<file path="config.mk">
export PLATFORM = sky130hd
export DESIGN_NAME = button_press_classifier_flat
export DESIGN_NICKNAME = d
export VERILOG_FILES = /design/src/hdl/bpc_pkg.sv /design/src/hdl/bpc_if.sv /design/src/hdl/bpc_cfg_regs.sv /design/src/hdl/bpc_fsm.sv /design/src/hdl/button_press_classifier.sv /design/src/flat_wrapper.sv
export SDC_FILE = /design/constraint.sdc
export NUM_CORES = 1
export LEC_CHECK = 0
export ABC_CLOCK_PERIOD_IN_PS = 6810
export BUFFER_PORTS_ARGS = -buffer_cell sky130_fd_sc_hd__buf_2
export CORE_ASPECT_RATIO = 1.4
export CORE_MARGIN = 2
export CORE_UTILIZATION = 25
export CTS_CLUSTER_DIAMETER = 30
export DETAILED_ROUTE_END_ITERATION = 10
export SLEW_MARGIN = 25
export SYNTH_ARGS = -nofsm -noshare
export SYNTH_HDL_FRONTEND = slang
export SYNTH_SLANG_ARGS = --single-unit
export TNS_END_PERCENT = 5
</file>
<file path="constraint.sdc">
create_clock -name clk -period 6.81 [get_ports clk]
set_input_delay 1.362 -clock clk [delete_from_list [all_inputs] [get_ports clk]]
set_output_delay 1.362 -clock clk [all_outputs]
set_load 0.1 [all_outputs]
</file>
<file path="src/hdl/bpc_pkg.sv">
package bpc_pkg;

  // Field and register widths.
  localparam int TICK_W     = 32;
  localparam int COUNT_W    = 8;
  localparam int LONG_W     = 16;
  localparam int REPEAT_W   = 16;
  localparam int CFG_DATA_W = 16;

  // Register values after reset.
  localparam logic [COUNT_W-1:0]  DEBOUNCE_RESET = 8'd2;
  localparam logic [LONG_W-1:0]   LONG_RESET     = 16'd1000;
  localparam logic [REPEAT_W-1:0] REPEAT_RESET   = 16'd200;

  // Machine states, as reported in fsm_state.
  typedef enum logic [2:0] {
    ST_IDLE      = 3'd0,
    ST_PRESS_DEB = 3'd1,
    ST_PRESSED   = 3'd2,
    ST_LONG_ONCE = 3'd3,
    ST_LONG_REP  = 3'd4,
    ST_REL_DEB   = 3'd5,
    ST_RELEASED  = 3'd6
  } phase_t;

  // Event codes, as reported in event_code.
  typedef enum logic [2:0] {
    EV_NONE    = 3'd0,
    EV_CLICK   = 3'd1,
    EV_LONG    = 3'd2,
    EV_REPEAT  = 3'd3,
    EV_RELEASE = 3'd4
  } event_t;

  // Which long-press state was held before a release started.
  typedef enum logic [1:0] {
    HELD_NONE = 2'd0,
    HELD_ONCE = 2'd1,
    HELD_REP  = 2'd2
  } held_t;

  // Configuration register indexes.
  typedef enum logic [1:0] {
    CFG_DEBOUNCE = 2'd0,
    CFG_LONG     = 2'd1,
    CFG_REPEAT   = 2'd2,
    CFG_MODE     = 2'd3
  } cfg_index_t;

  typedef struct packed {
    logic [COUNT_W-1:0]  debounce_scans;
    logic [LONG_W-1:0]   long_press_ticks;
    logic [REPEAT_W-1:0] repeat_ticks;
    logic                repeat_mode;
  } cfg_t;

  typedef struct packed {
    logic              pin_level;
    logic [TICK_W-1:0] tick_now;
  } scan_t;

  typedef struct packed {
    event_t event_code;
    phase_t fsm_state;
  } result_t;

endpackage

</file>
<file path="src/hdl/bpc_if.sv">
// Scan channel: one raw button sample with its timestamp per transaction.
interface bpc_scan_if;
  logic                      valid;
  logic                      ready;
  logic                      pin_level;
  logic [bpc_pkg::TICK_W-1:0] tick_now;

  modport source (output valid, output pin_level, output tick_now, input ready);
  modport sink   (input valid, input pin_level, input tick_now, output ready);
endinterface

// Result channel: one event and state report per transaction.
interface bpc_result_if;
  logic       valid;
  logic       ready;
  logic [2:0] event_code;
  logic [2:0] fsm_state;

  modport source (output valid, output event_code, output fsm_state, input ready);
  modport sink   (input valid, input event_code, input fsm_state, output ready);
endinterface

</file>
<file path="src/hdl/bpc_cfg_regs.sv">
module bpc_cfg_regs (
  input  logic                           clk,
  input  logic                           rst,
  input  logic                           cfg_we,
  input  bpc_pkg::cfg_index_t            cfg_index,
  input  logic [bpc_pkg::CFG_DATA_W-1:0] cfg_data,
  output bpc_pkg::cfg_t                  cfg
);
  import bpc_pkg::*;

  // Register file, loaded with defaults at reset.
  always_ff @(posedge clk) begin
    if (rst) begin
      cfg.debounce_scans   <= DEBOUNCE_RESET;
      cfg.long_press_ticks <= LONG_RESET;
      cfg.repeat_ticks     <= REPEAT_RESET;
      cfg.repeat_mode      <= 1'b0;
    end else if (cfg_we) begin
      unique case (cfg_index)
        CFG_DEBOUNCE: cfg.debounce_scans   <= cfg_data[COUNT_W-1:0];
        CFG_LONG:     cfg.long_press_ticks <= cfg_data[LONG_W-1:0];
        CFG_REPEAT:   cfg.repeat_ticks     <= cfg_data[REPEAT_W-1:0];
        CFG_MODE:     cfg.repeat_mode      <= cfg_data[0];
        default:      cfg.repeat_mode      <= cfg.repeat_mode;
      endcase
    end
  end

endmodule

</file>
<file path="src/hdl/bpc_fsm.sv">
module bpc_fsm (
  input  logic             clk,
  input  logic             rst,
  input  logic             step,
  input  bpc_pkg::scan_t   scan,
  input  bpc_pkg::cfg_t    cfg,
  output bpc_pkg::result_t res
);
  import bpc_pkg::*;

  phase_t             phase, phase_next;
  logic [COUNT_W-1:0] stable_count, stable_count_next;
  logic [TICK_W-1:0]  mark_time, mark_time_next;
  held_t              held_long, held_long_next;

  logic [TICK_W-1:0]  elapsed;
  logic [COUNT_W-1:0] count_inc;
  logic               count_ok;
  logic               long_hit;
  logic               repeat_hit;
  event_t             ev;

  // Shared arithmetic: time since the mark and the saturating stable count.
  assign elapsed    = scan.tick_now - mark_time;
  assign count_inc  = (stable_count == {COUNT_W{1'b1}}) ? stable_count
                                                        : stable_count + 1'b1;
  assign count_ok   = count_inc >= cfg.debounce_scans;
  assign long_hit   = elapsed >= {{(TICK_W-LONG_W){1'b0}}, cfg.long_press_ticks};
  assign repeat_hit = elapsed >= {{(TICK_W-REPEAT_W){1'b0}}, cfg.repeat_ticks};

  // State registers advance once per processed scan.
  always_ff @(posedge clk) begin
    if (rst) begin
      phase        <= ST_IDLE;
      stable_count <= '0;
      mark_time    <= '0;
      held_long    <= HELD_NONE;
    end else if (step) begin
      phase        <= phase_next;
      stable_count <= stable_count_next;
      mark_time    <= mark_time_next;
      held_long    <= held_long_next;
    end
  end

  // Next state and event for the scan in the input register.
  always_comb begin
    phase_next        = phase;
    stable_count_next = stable_count;
    mark_time_next    = mark_time;
    held_long_next    = held_long;
    ev                = EV_NONE;
    unique case (phase)
      ST_PRESS_DEB: begin
        if (!scan.pin_level) begin
          stable_count_next = count_inc;
          if (count_ok) begin
            phase_next     = ST_PRESSED;
            mark_time_next = scan.tick_now;
            held_long_next = HELD_NONE;
          end
        end else begin
          phase_next = ST_IDLE;
        end
      end
      ST_PRESSED: begin
        if (scan.pin_level) begin
          phase_next        = ST_REL_DEB;
          stable_count_next = '0;
          ev                = EV_CLICK;
        end else if (long_hit) begin
          if (!cfg.repeat_mode) begin
            phase_next     = ST_LONG_ONCE;
            held_long_next = HELD_ONCE;
            ev             = EV_LONG;
          end else begin
            phase_next     = ST_LONG_REP;
            held_long_next = HELD_REP;
            mark_time_next = scan.tick_now;
            ev             = EV_REPEAT;
          end
        end
      end
      ST_LONG_ONCE: begin
        if (scan.pin_level) begin
          phase_next        = ST_REL_DEB;
          stable_count_next = '0;
        end
      end
      ST_LONG_REP: begin
        if (scan.pin_level) begin
          phase_next        = ST_REL_DEB;
          stable_count_next = '0;
        end else if (repeat_hit) begin
          mark_time_next = scan.tick_now;
          ev             = EV_REPEAT;
        end
      end
      ST_REL_DEB: begin
        if (scan.pin_level) begin
          stable_count_next = count_inc;
          if (count_ok) begin
            phase_next     = ST_RELEASED;
            held_long_next = HELD_NONE;
            ev             = EV_RELEASE;
          end
        end else begin
          // A bounce goes back to whichever pressed state was held.
          unique case (held_long)
            HELD_ONCE: phase_next = ST_LONG_ONCE;
            HELD_REP:  phase_next = ST_LONG_REP;
            default:   phase_next = ST_PRESSED;
          endcase
        end
      end
      default: begin
        // Idle and released both wait for the first low scan.
        phase_next = (phase == ST_RELEASED) ? ST_RELEASED : ST_IDLE;
        if (!scan.pin_level) begin
          phase_next        = ST_PRESS_DEB;
          stable_count_next = '0;
          held_long_next    = HELD_NONE;
        end
      end
    endcase
    res.event_code = ev;
    res.fsm_state  = phase_next;
  end

endmodule

</file>
<file path="src/hdl/button_press_classifier.sv">
// Channel   Dir  Handshake          Payload
// scan      in   valid/ready        pin_level, tick_now
// report    out  valid/ready        event_code, fsm_state
// cfg       in   cfg_we only        cfg_index, cfg_data
//
// One scan per cycle is sustained while report is not stalled; each transaction yields one
// report after acceptance (input register, then result register).
// The state machine update between the two registers sets the rate.
// Reset (rst, synchronous) empties both registers and returns the machine
// to idle with default configuration.
// A stalled report holds the result register and the input register; scan
// stays ready as long as the input register is empty or can move forward.
module button_press_classifier (
  input  logic                           clk,
  input  logic                           rst,
  bpc_scan_if.sink                       scan,
  bpc_result_if.source                   report,
  input  logic                           cfg_we,
  input  bpc_pkg::cfg_index_t            cfg_index,
  input  logic [bpc_pkg::CFG_DATA_W-1:0] cfg_data
);
  import bpc_pkg::*;

  cfg_t    cfg;
  scan_t   s1_scan;
  logic    s1_valid;
  result_t res;
  result_t out_res;
  logic    out_valid;
  logic    advance;
  logic    step;

  bpc_cfg_regs u_cfg_regs (
    .clk       (clk),
    .rst       (rst),
    .cfg_we    (cfg_we),
    .cfg_index (cfg_index),
    .cfg_data  (cfg_data),
    .cfg       (cfg)
  );

  bpc_fsm u_fsm (
    .clk  (clk),
    .rst  (rst),
    .step (step),
    .scan (s1_scan),
    .cfg  (cfg),
    .res  (res)
  );

  // Pipeline flow control: the input register moves when the result
  // register is empty or being drained.
  assign advance    = !out_valid || report.ready;
  assign step       = s1_valid && advance;
  assign scan.ready = !s1_valid || advance;

  always_ff @(posedge clk) begin
    if (rst) begin
      s1_valid  <= 1'b0;
      out_valid <= 1'b0;
    end else begin
      if (scan.ready) begin
        s1_valid <= scan.valid;
      end
      if (advance) begin
        out_valid <= s1_valid;
      end
    end
  end

  // Payload registers.
  always_ff @(posedge clk) begin
    if (scan.valid && scan.ready) begin
      s1_scan.pin_level <= scan.pin_level;
      s1_scan.tick_now  <= scan.tick_now;
    end
    if (step) begin
      out_res <= res;
    end
  end

  assign report.valid      = out_valid;
  assign report.event_code = out_res.event_code;
  assign report.fsm_state  = out_res.fsm_state;

endmodule

</file>
<file path="src/flat_wrapper.sv">
// flat-port wrapper written by rule: the top's interface ports become plain ports
module button_press_classifier_flat import bpc_pkg::*;
  (clk, rst, cfg_we, cfg_index, cfg_data, scan_valid, scan_pin_level, scan_tick_now, scan_ready, report_valid, report_event_code, report_fsm_state, report_ready);
  bpc_scan_if scan_i ();
  bpc_result_if report_i ();
  input  logic clk;
  input  logic rst;
  input  logic cfg_we;
  input  bpc_pkg::cfg_index_t cfg_index;
  input  logic [bpc_pkg::CFG_DATA_W-1:0] cfg_data;
  input wire logic [$bits(scan_i.valid)-1:0] scan_valid;
  input wire logic [$bits(scan_i.pin_level)-1:0] scan_pin_level;
  input wire logic [$bits(scan_i.tick_now)-1:0] scan_tick_now;
  output wire logic [$bits(scan_i.ready)-1:0] scan_ready;
  output wire logic [$bits(report_i.valid)-1:0] report_valid;
  output wire logic [$bits(report_i.event_code)-1:0] report_event_code;
  output wire logic [$bits(report_i.fsm_state)-1:0] report_fsm_state;
  input wire logic [$bits(report_i.ready)-1:0] report_ready;
  assign scan_i.valid = scan_valid;
  assign scan_i.pin_level = scan_pin_level;
  assign scan_i.tick_now = scan_tick_now;
  assign scan_ready = scan_i.ready;
  assign report_valid = report_i.valid;
  assign report_event_code = report_i.event_code;
  assign report_fsm_state = report_i.fsm_state;
  assign report_i.ready = report_ready;
  button_press_classifier u_core (.clk(clk), .rst(rst), .scan(scan_i), .report(report_i), .cfg_we(cfg_we), .cfg_index(cfg_index), .cfg_data(cfg_data));
endmodule
</file>
Word-level counts from Yosys, hierarchy flattened
Cells that the tools add are included.
W data, S select, Z words.

storage, ports and cells
  register bits = 127
  input port bits = 56

operators by class
  mux-type cells = 42
  equality and inequality tests = 23
  bitwise gates (word level) = 1
  $add $sub $neg = 2
  reduce and logical (&&, ||, !) cells = 17
  order comparisons = 3

operator list
  operator               count
  $mux W32               7
  $pmux W32 S3           1
  $ge A32 B16 Y1         2
  $mux W8                5
  $mux W3                12
  $sub A32 B32 Y32       1
  $pmux W8 S3            1
  $mux W2                11
  $ne A2 B2 Y1 const B   7
  $pmux W3 S4            1
  $eq A3 B3 Y1 const B   3
  $pmux W3 S3            1
  $reduce_and A9 Y1      1
  $add A8 B1 Y8 const B  1
  $eq A8 B8 Y1 const B   1
  $ge A8 B8 Y1           1
  $pmux W2 S4            1
  $reduce_and A2 Y1      4
  $reduce_and A7 Y1      1
  $eq A2 B2 Y1 const B   3
  $eq A3 B2 Y1 const B   2
  $ne A2 B1 Y1 const B   3
  $pmux W3 S2            1
  $reduce_and A5 Y1      1
  other kinds (12)       16

Logic depth before layout (Yosys ltp)
  word-level depth = 6
  mapped depth = 20
  depth with buffers taken out = 18

Cells and area by module
From an unflattened synthesis, not the netlist that was laid out.

unflattened totals
  cells, all modules = 964
  area, all modules = 8,400.6 um^2

modules (own cells, without submodules)
  module                   times used  area each (um^2)  cells each
  bpc_fsm                  1           5,407.7           751
  bpc_cfg_regs             1           1,717.9           164
  button_press_classifier  1           1,275.0           49

Least setup slack after synthesis
No wires, ideal clock.

  path kind = register -> register
  from = reg u_core.s1_scan[0] (netlist bit)
  to = reg u_core.u_fsm.mark_time[0]
  path slack = 2.816 ns
  cell stages (with the launch flop) = 20
  library setup time = 0.118 ns
  arrival time = 3.876 ns
  data required time = 6.692 ns
  path buffers = 2
  period minus slack after synthesis = 3.994 ns
  cells stage by stage = edfxtp_1 > inv_1 > ha_1 > fa_1 > nand2b_1 > a21oi_1 > o21ai_0 > nand2_1 > xnor2_1 > ha_1 > a21o_1 > a211o_1 > a2111oi_0 > nor3_1 > a211oi_1 > o2bb2a_1 > o211a_1 > buf_6 > buf_12 > mux2i_1

between the ends
  word-level cells in the longest chain between the ends = 4

ends and longest elaborated chain
  element                                                      RTL line                       text
  start, declared                                              button_press_classifier.sv:25  scan_t s1_scan;
  $sub A32 B32 Y32 or $mux W32 (tied branches)                 bpc_fsm.sv:24, bpc_fsm.sv:72
  $ge A32 B16 Y1, or another cell as far along                 bpc_fsm.sv:29                  assign repeat_hit = elapsed >= {{(TICK_W-REPEAT_W){1'b0}}, cfg.repeat_ticks};
  $ne A2 B2 Y1 (no line) or $mux W32 (tied branches)           -
  $reduce_and A9 Y1 (no line) or $pmux W32 S3 (tied branches)  -
  end signal, assigned                                         bpc_fsm.sv:41                  mark_time <= mark_time_next;
  end, declared                                                bpc_fsm.sv:13                  logic [TICK_W-1:0] mark_time, mark_time_next;

Several ways; a longest one is shown, not always the timed one. The select of a mux whose other input is x is not followed.
A chain may end at the register's enable or synchronous reset.

Worst setup path in the final report
Same ends and word-level chain as after synthesis.

==> key figures <==
Power and ir drop
  – Leakage power: 3.55 nW
  – Peak VDD IR: 0.000167 V
  – Power Density: 218 mW/mm²

Route
  – DR pass1 iterations: 5
  – Routed len/inst: 14.8 µm
  – DRC Markers: 0
  – Routed Antenna Nets: 0
  – Post-DR vias/cell: 4.81
  – Initial DRC count: 333
  – Via count: 6808
  – Final wirelength: 21.0 mm

Global routing
  – Largest net degree at the start of global routing: 66
  – All-Layer GR Usage: 12.7%
  – Global-route wire length before repair: 34.1 mm
  – Grt total ovfl: 0
  – Vias in the first global route: 6663
  – Initial antenna violation count: 0

STA
  – Crit path time final: 4.67 ns
  – Setup_tns: 0 ns
  – RSZ-0062 raised after global routing: no
  – Post-Route Skew: 0.0108 ns
  – Worst slew pin tran: 0.910 ns
  – Slew margin rel.: 39.3%
  – Max Slew Vio Count: 0
  – Achievable Freq: 0.214 GHz
  – Final setup vio count: 0
  – Final period util: 68.5%
  – Final hold viol count: 0
  – Hold Worst Slack: 0.454 ns

Yosys
  – Seq/Total Area, Yosys: 36.0%
  – Post-synth EDFFs: 39
  – Syn nets: 1086
  – FF+latch count, synth: 127
  – Avg Inst Size Synth: 8.51 µm²
  – Post-synth cell types: 70
  – Async SR Flop Fraction: 0%
  – Mapped Area: 0.00814 mm²
  – Leading area contributor after synthesis: dfxtp_1
  – YS warnings: 0
  – Post-Syn Instances: 957
  – Synth top area share: 21.6%
  – Commonest register cell after synthesis: dfxtp_1
  – Top cells by area, synth: dfxtp_1 22%, edfxtp_1 14%, ha_1 11%

Worst setup path
  – Critical path's slowest cell: fa_1
  – Worst Reg-to-Reg Cells: 18
  – CP arrival: 4.95 ns
  – Worst Setup Path Type: register to register
  – Max FO, Critical Path: 32
  – Top delay family on crit path: compound AO/OA/AOI/OAI gates
  – Buffers and inverters on the worst path: 2
  – CP Depth: 18
  – Crit path capture type: register
  – Worst path required time: 7.09 ns
  – Max incr delay on CP: 0.40 ns
  – Worst setup SP type: register
  – Cell Chain, Critical Path: inv_1, ha_1, fa_1, nand2b_1, a21oi_1, o21ai_0, nand2_1, xnor2_1, ha_1, a21o_1, a211o_1, a2111oi_0, nor3_1, a211oi_1, o2bb2a_1, o211a_2, buf_4, mux2i_1
  – Top cell by count, worst path: ha_1

Place
  – Port bufs: 63
  – DPL Wire Length: 15.9 mm
  – Gpl congestion: 0.877

Die
  – Die height: 218 µm
  – Top-Level Pins: 64
  – Starting Density: 25.3%
  – Die width: 157 µm
  – Row count: 78
  – CORE AREA: 0.0322 mm²
  – DIE AREA: 0.0340 mm²

CTS
  – CTS tree: yes
  – Post-CTS sizing: 0
  – Clock transition at the registers of the reported paths: 0.06 ns
  – Worst skew pair latency: 0.43 ns
  – H-tree levels: 4
  – Clk buf depth: 2
  – CTS root buf: clkbuf_16
  – Total CTS buffers: 17
  – Clk sink count: 127
  – CTS Hold Bufs: 0
  – Post-CTS Setup Repair Bufs: 0

Run
  – Max-Cap Viols: 0

Cells and area
  – Syn-to-layout area delta: 14.8%
  – Fill cells: 3468
  – Ant. Diodes: 0
  – Nets: 1131
  – Layout cells sized above 1: 11.4%

Hold path
  – WHS Path Cells: 2
  – Worst min path class: register to register

Outcome
  – Status: complete, no violations
==> synthesized netlist by cell type, types with 10 or more instances <==
library cell,instances
nand2_1,112
a21oi_1,90
dfxtp_1,88
inv_1,84
nand2b_1,78
ha_1,72
nor2_1,64
edfxtp_1,39
mux2i_1,37
o21ai_0,37
clkbuf_1,30
nand3_1,16
nand4_1,14
nor3_1,14
xnor2_1,14
a21o_1,12
nand3b_1,11
nor2b_1,10
o21a_1,10
==> final cells by class <==
| class | instances | area [µm²] | area share [%] |
|---|---|---|---|
| sequential | 127 | 2930 | 31.4 |
| clock inverter | 10 | 72.6 | 0.777 |
| multi-input combinational | 705 | 4690 | 50.2 |
| timing repair buffer | 66 | 338 | 3.62 |
| clock buffer | 21 | 493 | 5.28 |
| tap | 400 | 500 | 5.36 |
| inverter | 85 | 319 | 3.42 |
==> worst register-to-register path, stage by stage, from the launching register on <==
cell	delay, ns
edfxtp_1	0.34
inv_1	0.04
ha_1	0.20
fa_1	0.40
nand2b_1	0.18
a21oi_1	0.27
o21ai_0	0.27
nand2_1	0.15
xnor2_1	0.16
ha_1	0.29
a21o_1	0.18
a211o_1	0.30
a2111oi_0	0.40
nor3_1	0.10
a211oi_1	0.25
o2bb2a_1	0.24
o211a_2	0.23
buf_4	0.29
mux2i_1	0.23
==> placed cells by master (no fill, tap or decap), types with 14 or more instances in the layout <==
cell type and n:
nand2b_1 78, clkbuf_16 19, o21ai_0 37, nor2_1 62, nand3_1 16, xnor2_1 14, dfxtp_1 88, inv_1 84
mux2i_1 37, nand4_1 14, ha_1 72, a21oi_1 90, nand2_1 112, edfxtp_1 39, nor3_1 14, buf_2 63
==> metrics by stage <==
stage / setup slack [ns] / total power, mW / utilization, % / std cells / instance area, µm²
after CTS: 2.13 / 2.06 / 29.0 / 1414 / 9340
final: 2.14 / 2.03 / 29.0 / 1414 / 9340
after global placement: 2.28 / 1.16 / 27.2 / 1383 / 8760
after floorplan: 2.82 / 1.07 / - / 957 / 8140
after detailed placement: 2.16 / 1.17 / 27.2 / 1383 / 8780
after global routing: 1.73 / 2.13 / 29.0 / 1414 / 9340
==> final timing paths <==
check                                 start                   endpoint  slack [ns]
setup / recovery          u_core.s1_scan[0]  u_core.u_fsm.mark_time[0]        2.14
setup reg to reg          u_core.s1_scan[0]  u_core.u_fsm.mark_time[0]        2.14
hold reg to reg   u_core.u_cfg_regs.cfg[15]  u_core.u_cfg_regs.cfg[15]        0.45
hold / removal    u_core.u_cfg_regs.cfg[15]  u_core.u_cfg_regs.cfg[15]        0.45
==> cells by family after synthesis <==
family,share of synthesized area (%)
xor gates and xnor gates,2.04
muxes,4.83
DFF,36.0
adders and majority gates,11.3
AOI/OAI and AO/OA,16.8
and+or+nand+nor,22.4
buffers and inverters,6.58
==> sequential cells by signal (all words and copies together) (netlist names) <==
register	cells
u_core.report.event_code	3
u_core.report.fsm_state	3
u_core.report.valid	1
u_core.s1_scan	33
u_core.s1_valid	1
u_core.u_cfg_regs.cfg	41
u_core.u_fsm.held_long	2
u_core.u_fsm.mark_time	32
u_core.u_fsm.phase	3
u_core.u_fsm.stable_count	8
==> power breakdown <==
| group | leakage, nW | internal (mW) | switching, mW | total (mW) |
|---|---|---|---|---|
| Combinational | 2.17 | 0.123 | 0.202 | 0.325 |
| Clock | 0.282 | 0.519 | 0.359 | 0.878 |
| Sequential | 1.09 | 0.809 | 0.0199 | 0.829 |
==> metal layers <==
metal	track usage (%)	routed length [µm]	up-vias
li1	-	-	3452
met1	14.6	8880	3197
met2	23.0	10900	127
met3	2.15	626	32
met4	5.08	517	0
met5	0	0	-
Note: power is estimated with default switching activity, not from simulation.
